### src/hw/rtl/wps_pkg.sv
// Shared constants, types and register codes of the windowed peak smoother.
package wps_pkg;

  // Frame and sample geometry
  localparam int unsigned MaxBins  = 512;
  localparam int unsigned BinW     = $clog2(MaxBins);
  localparam int unsigned CntW     = BinW + 1;
  localparam int unsigned MaxPrec  = 10;
  localparam int unsigned WinDepth = MaxPrec + 1;
  localparam int unsigned AgeW     = $clog2(WinDepth);
  localparam int unsigned RadW     = $clog2(MaxPrec / 2 + 1);
  localparam int unsigned SampleW  = 16;

  // Register field widths
  localparam int unsigned FrameW = 10;
  localparam int unsigned QW     = 16;
  localparam int unsigned PrecW  = 4;
  localparam int unsigned CfgIdxW  = 2;
  localparam int unsigned CfgDataW = 16;

  // Q1.15 weight
  localparam int unsigned QFrac = 15;
  localparam logic [QW-1:0] QOne = QW'(32768);

  // Reset values of the registers
  localparam logic [FrameW-1:0] FrameSizeRst = FrameW'(512);
  localparam logic [QW-1:0]     QuantityRst  = QW'(16384);
  localparam logic [PrecW-1:0]  PrecisionRst = '0;

  typedef logic signed [SampleW-1:0] sample_t;

  localparam sample_t SampleMax = {1'b0, {(SampleW-1){1'b1}}};
  localparam sample_t SampleMin = {1'b1, {(SampleW-1){1'b0}}};

  // Register indexes of the configuration port
  typedef enum logic [CfgIdxW-1:0] {
    CfgFrameSize = 2'd0,
    CfgQuantity  = 2'd1,
    CfgPrecision = 2'd2
  } cfg_idx_e;

  // Control of the lookahead window
  typedef struct packed {
    logic            shift;     // take the incoming sample in
    logic            incl_new;  // incoming sample counts as the newest entry
    logic [AgeW-1:0] amax;      // oldest entry that counts, by age
  } win_ctrl_t;

endpackage

### src/hw/rtl/wps_window.sv
// Lookahead shift line of recent samples and the masked maximum over it.
module wps_window (
  input  logic               clk_i,
  input  wps_pkg::win_ctrl_t ctrl_i,
  input  wps_pkg::sample_t   sample_i,
  output wps_pkg::sample_t   max_o
);
  import wps_pkg::*;

  localparam int unsigned TreeN = 16;

  sample_t win_q [WinDepth];
  sample_t cand  [WinDepth];
  sample_t lvl0  [TreeN];
  sample_t lvl1  [TreeN/2];
  sample_t lvl2  [TreeN/4];
  sample_t lvl3  [TreeN/8];

  function automatic sample_t smax(sample_t a, sample_t b);
    return (a > b) ? a : b;
  endfunction

  // Shift the new sample in, newest at entry zero
  always_ff @(posedge clk_i) begin
    if (ctrl_i.shift) begin
      win_q[0] <= sample_i;
      for (int i = 1; i < WinDepth; i++) begin
        win_q[i] <= win_q[i-1];
      end
    end
  end

  // Order candidates by age; the incoming sample is age zero when it counts
  always_comb begin
    cand[0] = ctrl_i.incl_new ? sample_i : win_q[0];
    for (int i = 1; i < WinDepth; i++) begin
      cand[i] = ctrl_i.incl_new ? win_q[i-1] : win_q[i];
    end
  end

  // Mask ages beyond the window, then reduce by a pairwise tree
  always_comb begin
    for (int i = 0; i < TreeN; i++) begin
      lvl0[i] = SampleMin;
    end
    for (int i = 0; i < WinDepth; i++) begin
      if (AgeW'(i) <= ctrl_i.amax) begin
        lvl0[i] = cand[i];
      end
    end
    for (int i = 0; i < TreeN/2; i++) begin
      lvl1[i] = smax(lvl0[2*i], lvl0[2*i+1]);
    end
    for (int i = 0; i < TreeN/4; i++) begin
      lvl2[i] = smax(lvl1[2*i], lvl1[2*i+1]);
    end
    for (int i = 0; i < TreeN/8; i++) begin
      lvl3[i] = smax(lvl2[2*i], lvl2[2*i+1]);
    end
    max_o = smax(lvl3[0], lvl3[1]);
  end

endmodule

### config.mk
export PLATFORM = sky130hd
export DESIGN_NAME = wps_window
export DESIGN_NICKNAME = d
export VERILOG_FILES = /design/src/hw/rtl/wps_pkg.sv /design/src/hw/rtl/wps_window.sv
export SDC_FILE = /design/constraint.sdc
export NUM_CORES = 1
export LEC_CHECK = 0
export BUFFER_PORTS_ARGS = -buffer_cell sky130_fd_sc_hd__buf_4
export CORE_AREA = 4 4 142 212
export CTS_CLUSTER_SIZE = 40
export DETAILED_ROUTE_END_ITERATION = 7
export DIE_AREA = 0 0 146 216
export PLACE_DENSITY_LB_ADDON = 0.08
export SLEW_MARGIN = 15
export SYNTH_ARGS = -nofsm -noshare
export SYNTH_HDL_FRONTEND = slang
export SYNTH_SLANG_ARGS = --single-unit
### constraint.sdc
create_clock -name clk_i -period 25.5 [get_ports clk_i]
set_input_delay 2.55 -clock clk_i [delete_from_list [all_inputs] [get_ports clk_i]]
set_output_delay 2.55 -clock clk_i [all_outputs]
set_load 0.005 [all_outputs]
==> flow_metrics.tcl <==
set metrics [dict create \
    track_usage_pct 23.15 \
    syn_nets 1514 \
    layout_common_cells "edfxtp_1 (176), ha_1 (157), nand2_1 (141), mux2_2 (119), mux2i_1 (118)" \
    hpwlAfterDp_mm 28.35 \
    fin_crit_ps 16860 \
    clockBufferDepth 2 \
    via_per_inst 5.912 \
    core-area_um2 28060 \
    timing.final.hold_violations 0 \
    fin_util_pct 53.95 \
    ir_drop_mv 0.06710 \
    cpPeakStageDelay_ps 850 \
    num_antenna_cells 0 \
    whs_ps 473.2 \
    cts_tree "built" \
    ios 39 \
    synth_flop_cell "edfxtp_1" \
    root_buffer "clkbuf_16" \
    critPathLaunchType "input port" \
    grt_pass1_vias 10210 \
    slew-limit-headroom_pct 26.02 \
    final-seq-area_um2 5285 \
    postPlaceCellArea_um2 14470 \
    cts.clk_slew.worst_paths_ps 70 \
    cts.repair.resized 0 \
    vias 10050 \
    dieArea_um2 31540 \
    critPathMostFrequentCell "o21a_1" \
    synth_edf_count 176 \
    max_freq_mhz 59.30 \
    grt_busiest_layer "met2" \
    finalClockSkew_ps 14.38 \
    ys_types 65 \
    power_frac_seq_pct 22.4 \
    synth_area_leaders "edfxtp_1 (38%), ha_1 (14%), mux2_2 (9.7%)" \
    postCtsSetupBuffers 0 \
    crit_start "ctrl_i[3]" \
    status "finished clean" \
    grtUsageMet2_pct 42.51 \
    crit_type "input port to output pin" \
    p_sw_share_pct 40.48 \
    place.gp.congestion 0.9013 \
    clkPwrFrac_pct 18.9 \
    start_util_pct 49.48 \
    worstHoldStart "win_q[8][0]$_DFFE_PP_" \
    largest_register_ffs 176 \
    drt_first_iter_violations 584 \
    ys_ff_latch 176 \
    multi_input_area_um2 8082 \
    synthCells 1334 \
    power.density_nw_per_um2 104.0 \
    total_power_mw 1.574 \
    setup_viol 0 \
    p_switching_uw 637.1 \
    gr-total-overflow 0 \
    p_int_uw 936.7 \
    numCtsBuffers 17 \
    hold_path.class "register to register" \
    cts_hold_buf 0 \
    htreeDepth 4 \
    fin_nets 1521 \
    grt_pass1_wl_mm 56.26 \
    clock_latency_ps 460 \
    portBuffers 38 \
    antenna_found_initial 0 \
    fp.dieW_um 146 \
    async_reset_ff_share_pct 0 \
    synth.avg_cell_area_um2 10.41 \
    grt_util_met1_pct 25.34 \
    top_regs "win_q: 176 flops" \
    fillers 2554 \
    syn_area_um2 13880 \
    max_cap_violations 0 \
    drt_pass1_iterations 5 \
    cts.sinks 176 \
    cp.required_ps 22950 \
    drive_gt1_share_pct 18.02 \
    yosysTopAreaCell "edfxtp_1" \
    area_delta_synth_final_pct 9.040 \
    routed_wl_mm 36.49 \
    p_comb_share_pct 58.7 \
    synth_top_area_share_pct 38.07 \
    mostFrequentLayoutCell "edfxtp_1" \
    tightest_slew_ps 1109 \
    slew_viol_final 0 \
    worstPathMaxFanout 33 \
    drt.antenna.violating_nets 0 \
    wl_per_cell_um 21.47 \
    cp_slowest_cell "nor2_2" \
    arrival_ps 14310 \
    reg2reg_from "win_q[1][4]$_DFFE_PP_" \
    die_y_um 216 \
    grt_max_degree 112 \
    rsz0062_at_grt "false" \
    rows 75 \
    ys.warnings.count 0 \
    final_cell_area_um2 15140 \
    drc 0 \
    leakage_nw 6.450 \
    critPathCaptureType "output pin" \
    tns_ps 0 \
    use_met3_pct 2.749 \
    regMostFlops "win_q" \
    seq_area_frac_synth_pct 38.07 \
    period_share_pct 66.13 \
]
==> layout make-up <==
type | count | share of cell area (%)
clock inverters | 15 | 1.521
multi-input cells | 1018 | 53.39
repair buffers | 51 | 2.595
well taps | 346 | 2.860
inverters | 77 | 1.909
flip-flops and latches | 176 | 34.91
clock buffers | 17 | 2.810
==> power groups by stage <==
| stage | combinational, mW | clock [mW] | sequential (mW) |
|---|---|---|---|
| 2_1_floorplan | 0.624 | 0 | 0.352 |
| 3_3_place_gp | 0.915 | 0 | 0.359 |
| 3_5_place_dp | 0.923 | 0 | 0.359 |
| 4_1_cts | 0.930 | 0.303 | 0.353 |
| 5_1_grt | 1.03 | 0.314 | 0.355 |
| 6_report | 0.924 | 0.297 | 0.353 |
==> critical path: cells and delay by family <==
| kind | cells | cell delay, ps |
|---|---|---|
| AO/OA/AOI/OAI | 24 | 5440 |
| AND/OR/NAND/NOR | 8 | 3280 |
| adder cells (fa/ha/maj) | 4 | 1200 |
| multiplexers | 3 | 1140 |
| buffers and inverters | 5 | 670 |
==> worst paths after layout <==
path / to / slack [ps] / cells after the start
worst min-delay path: win_q[9][0]$_DFFE_PP_ / 470 / 0
worst max register to register: win_q[2][4]$_DFFE_PP_ / 24690 / 0
worst min register to register: win_q[9][0]$_DFFE_PP_ / 470 / 0
worst max-delay path: max_o[1] / 8640 / 44
==> metrics by stage <==
stage	setup slack, ps	instances
6_report	8636	1700
5_1_grt	7387	1700
4_1_cts	8383	1700
3_5_place_dp	8420	1668
3_3_place_gp	8714	1668
2_1_floorplan	9907	1334
==> Yosys cell counts (3+ instances only) <==
master and count:
nand3_1 22, o211ai_1 7, edfxtp_1 176, nand4_1 28
and4_1 3, nor2b_1 43, buf_1 7, a21oi_1 57
clkbuf_1 48, buf_2 6, o31ai_1 6, nor2_1 75
o21bai_1 3, nand2_1 141, nor4_1 3, a211oi_1 6
a31o_2 24, nand2b_1 10, inv_1 77, nor3_1 12
and2_1 14, o21a_1 35, ha_1 157, mux2i_1 118
o21ai_1 4, a221oi_1 3, a21o_1 24, a31oi_1 4
o31a_1 14, mux2_2 119, o21ai_0 45
==> cell families (layout without fill, tap and decap cells) <==
| logic type | Yosys count | after routing | synth area share, % |
|---|---|---|---|
| AO/OA/AOI/OAI | 258 | 258 | 13.08 |
| adder cells (fa/ha/maj) | 157 | 157 | 14.15 |
| buffers and inverters | 140 | 160 | 3.948 |
| XOR/XNOR | 3 | 3 | 0.1893 |
| multiplexers | 238 | 238 | 18.26 |
| flip-flops | 176 | 176 | 38.07 |
| AND/OR/NAND/NOR | 362 | 362 | 12.30 |
==> per-layer routing <==
layer / up-vias / wire, um
met3: 82 / 851
met4: 0 / 2196
met1: 4813 / 14290
met2: 178 / 19150
met5: - / 0
li1: 4978 / -
(Power assumes the default switching activity.)
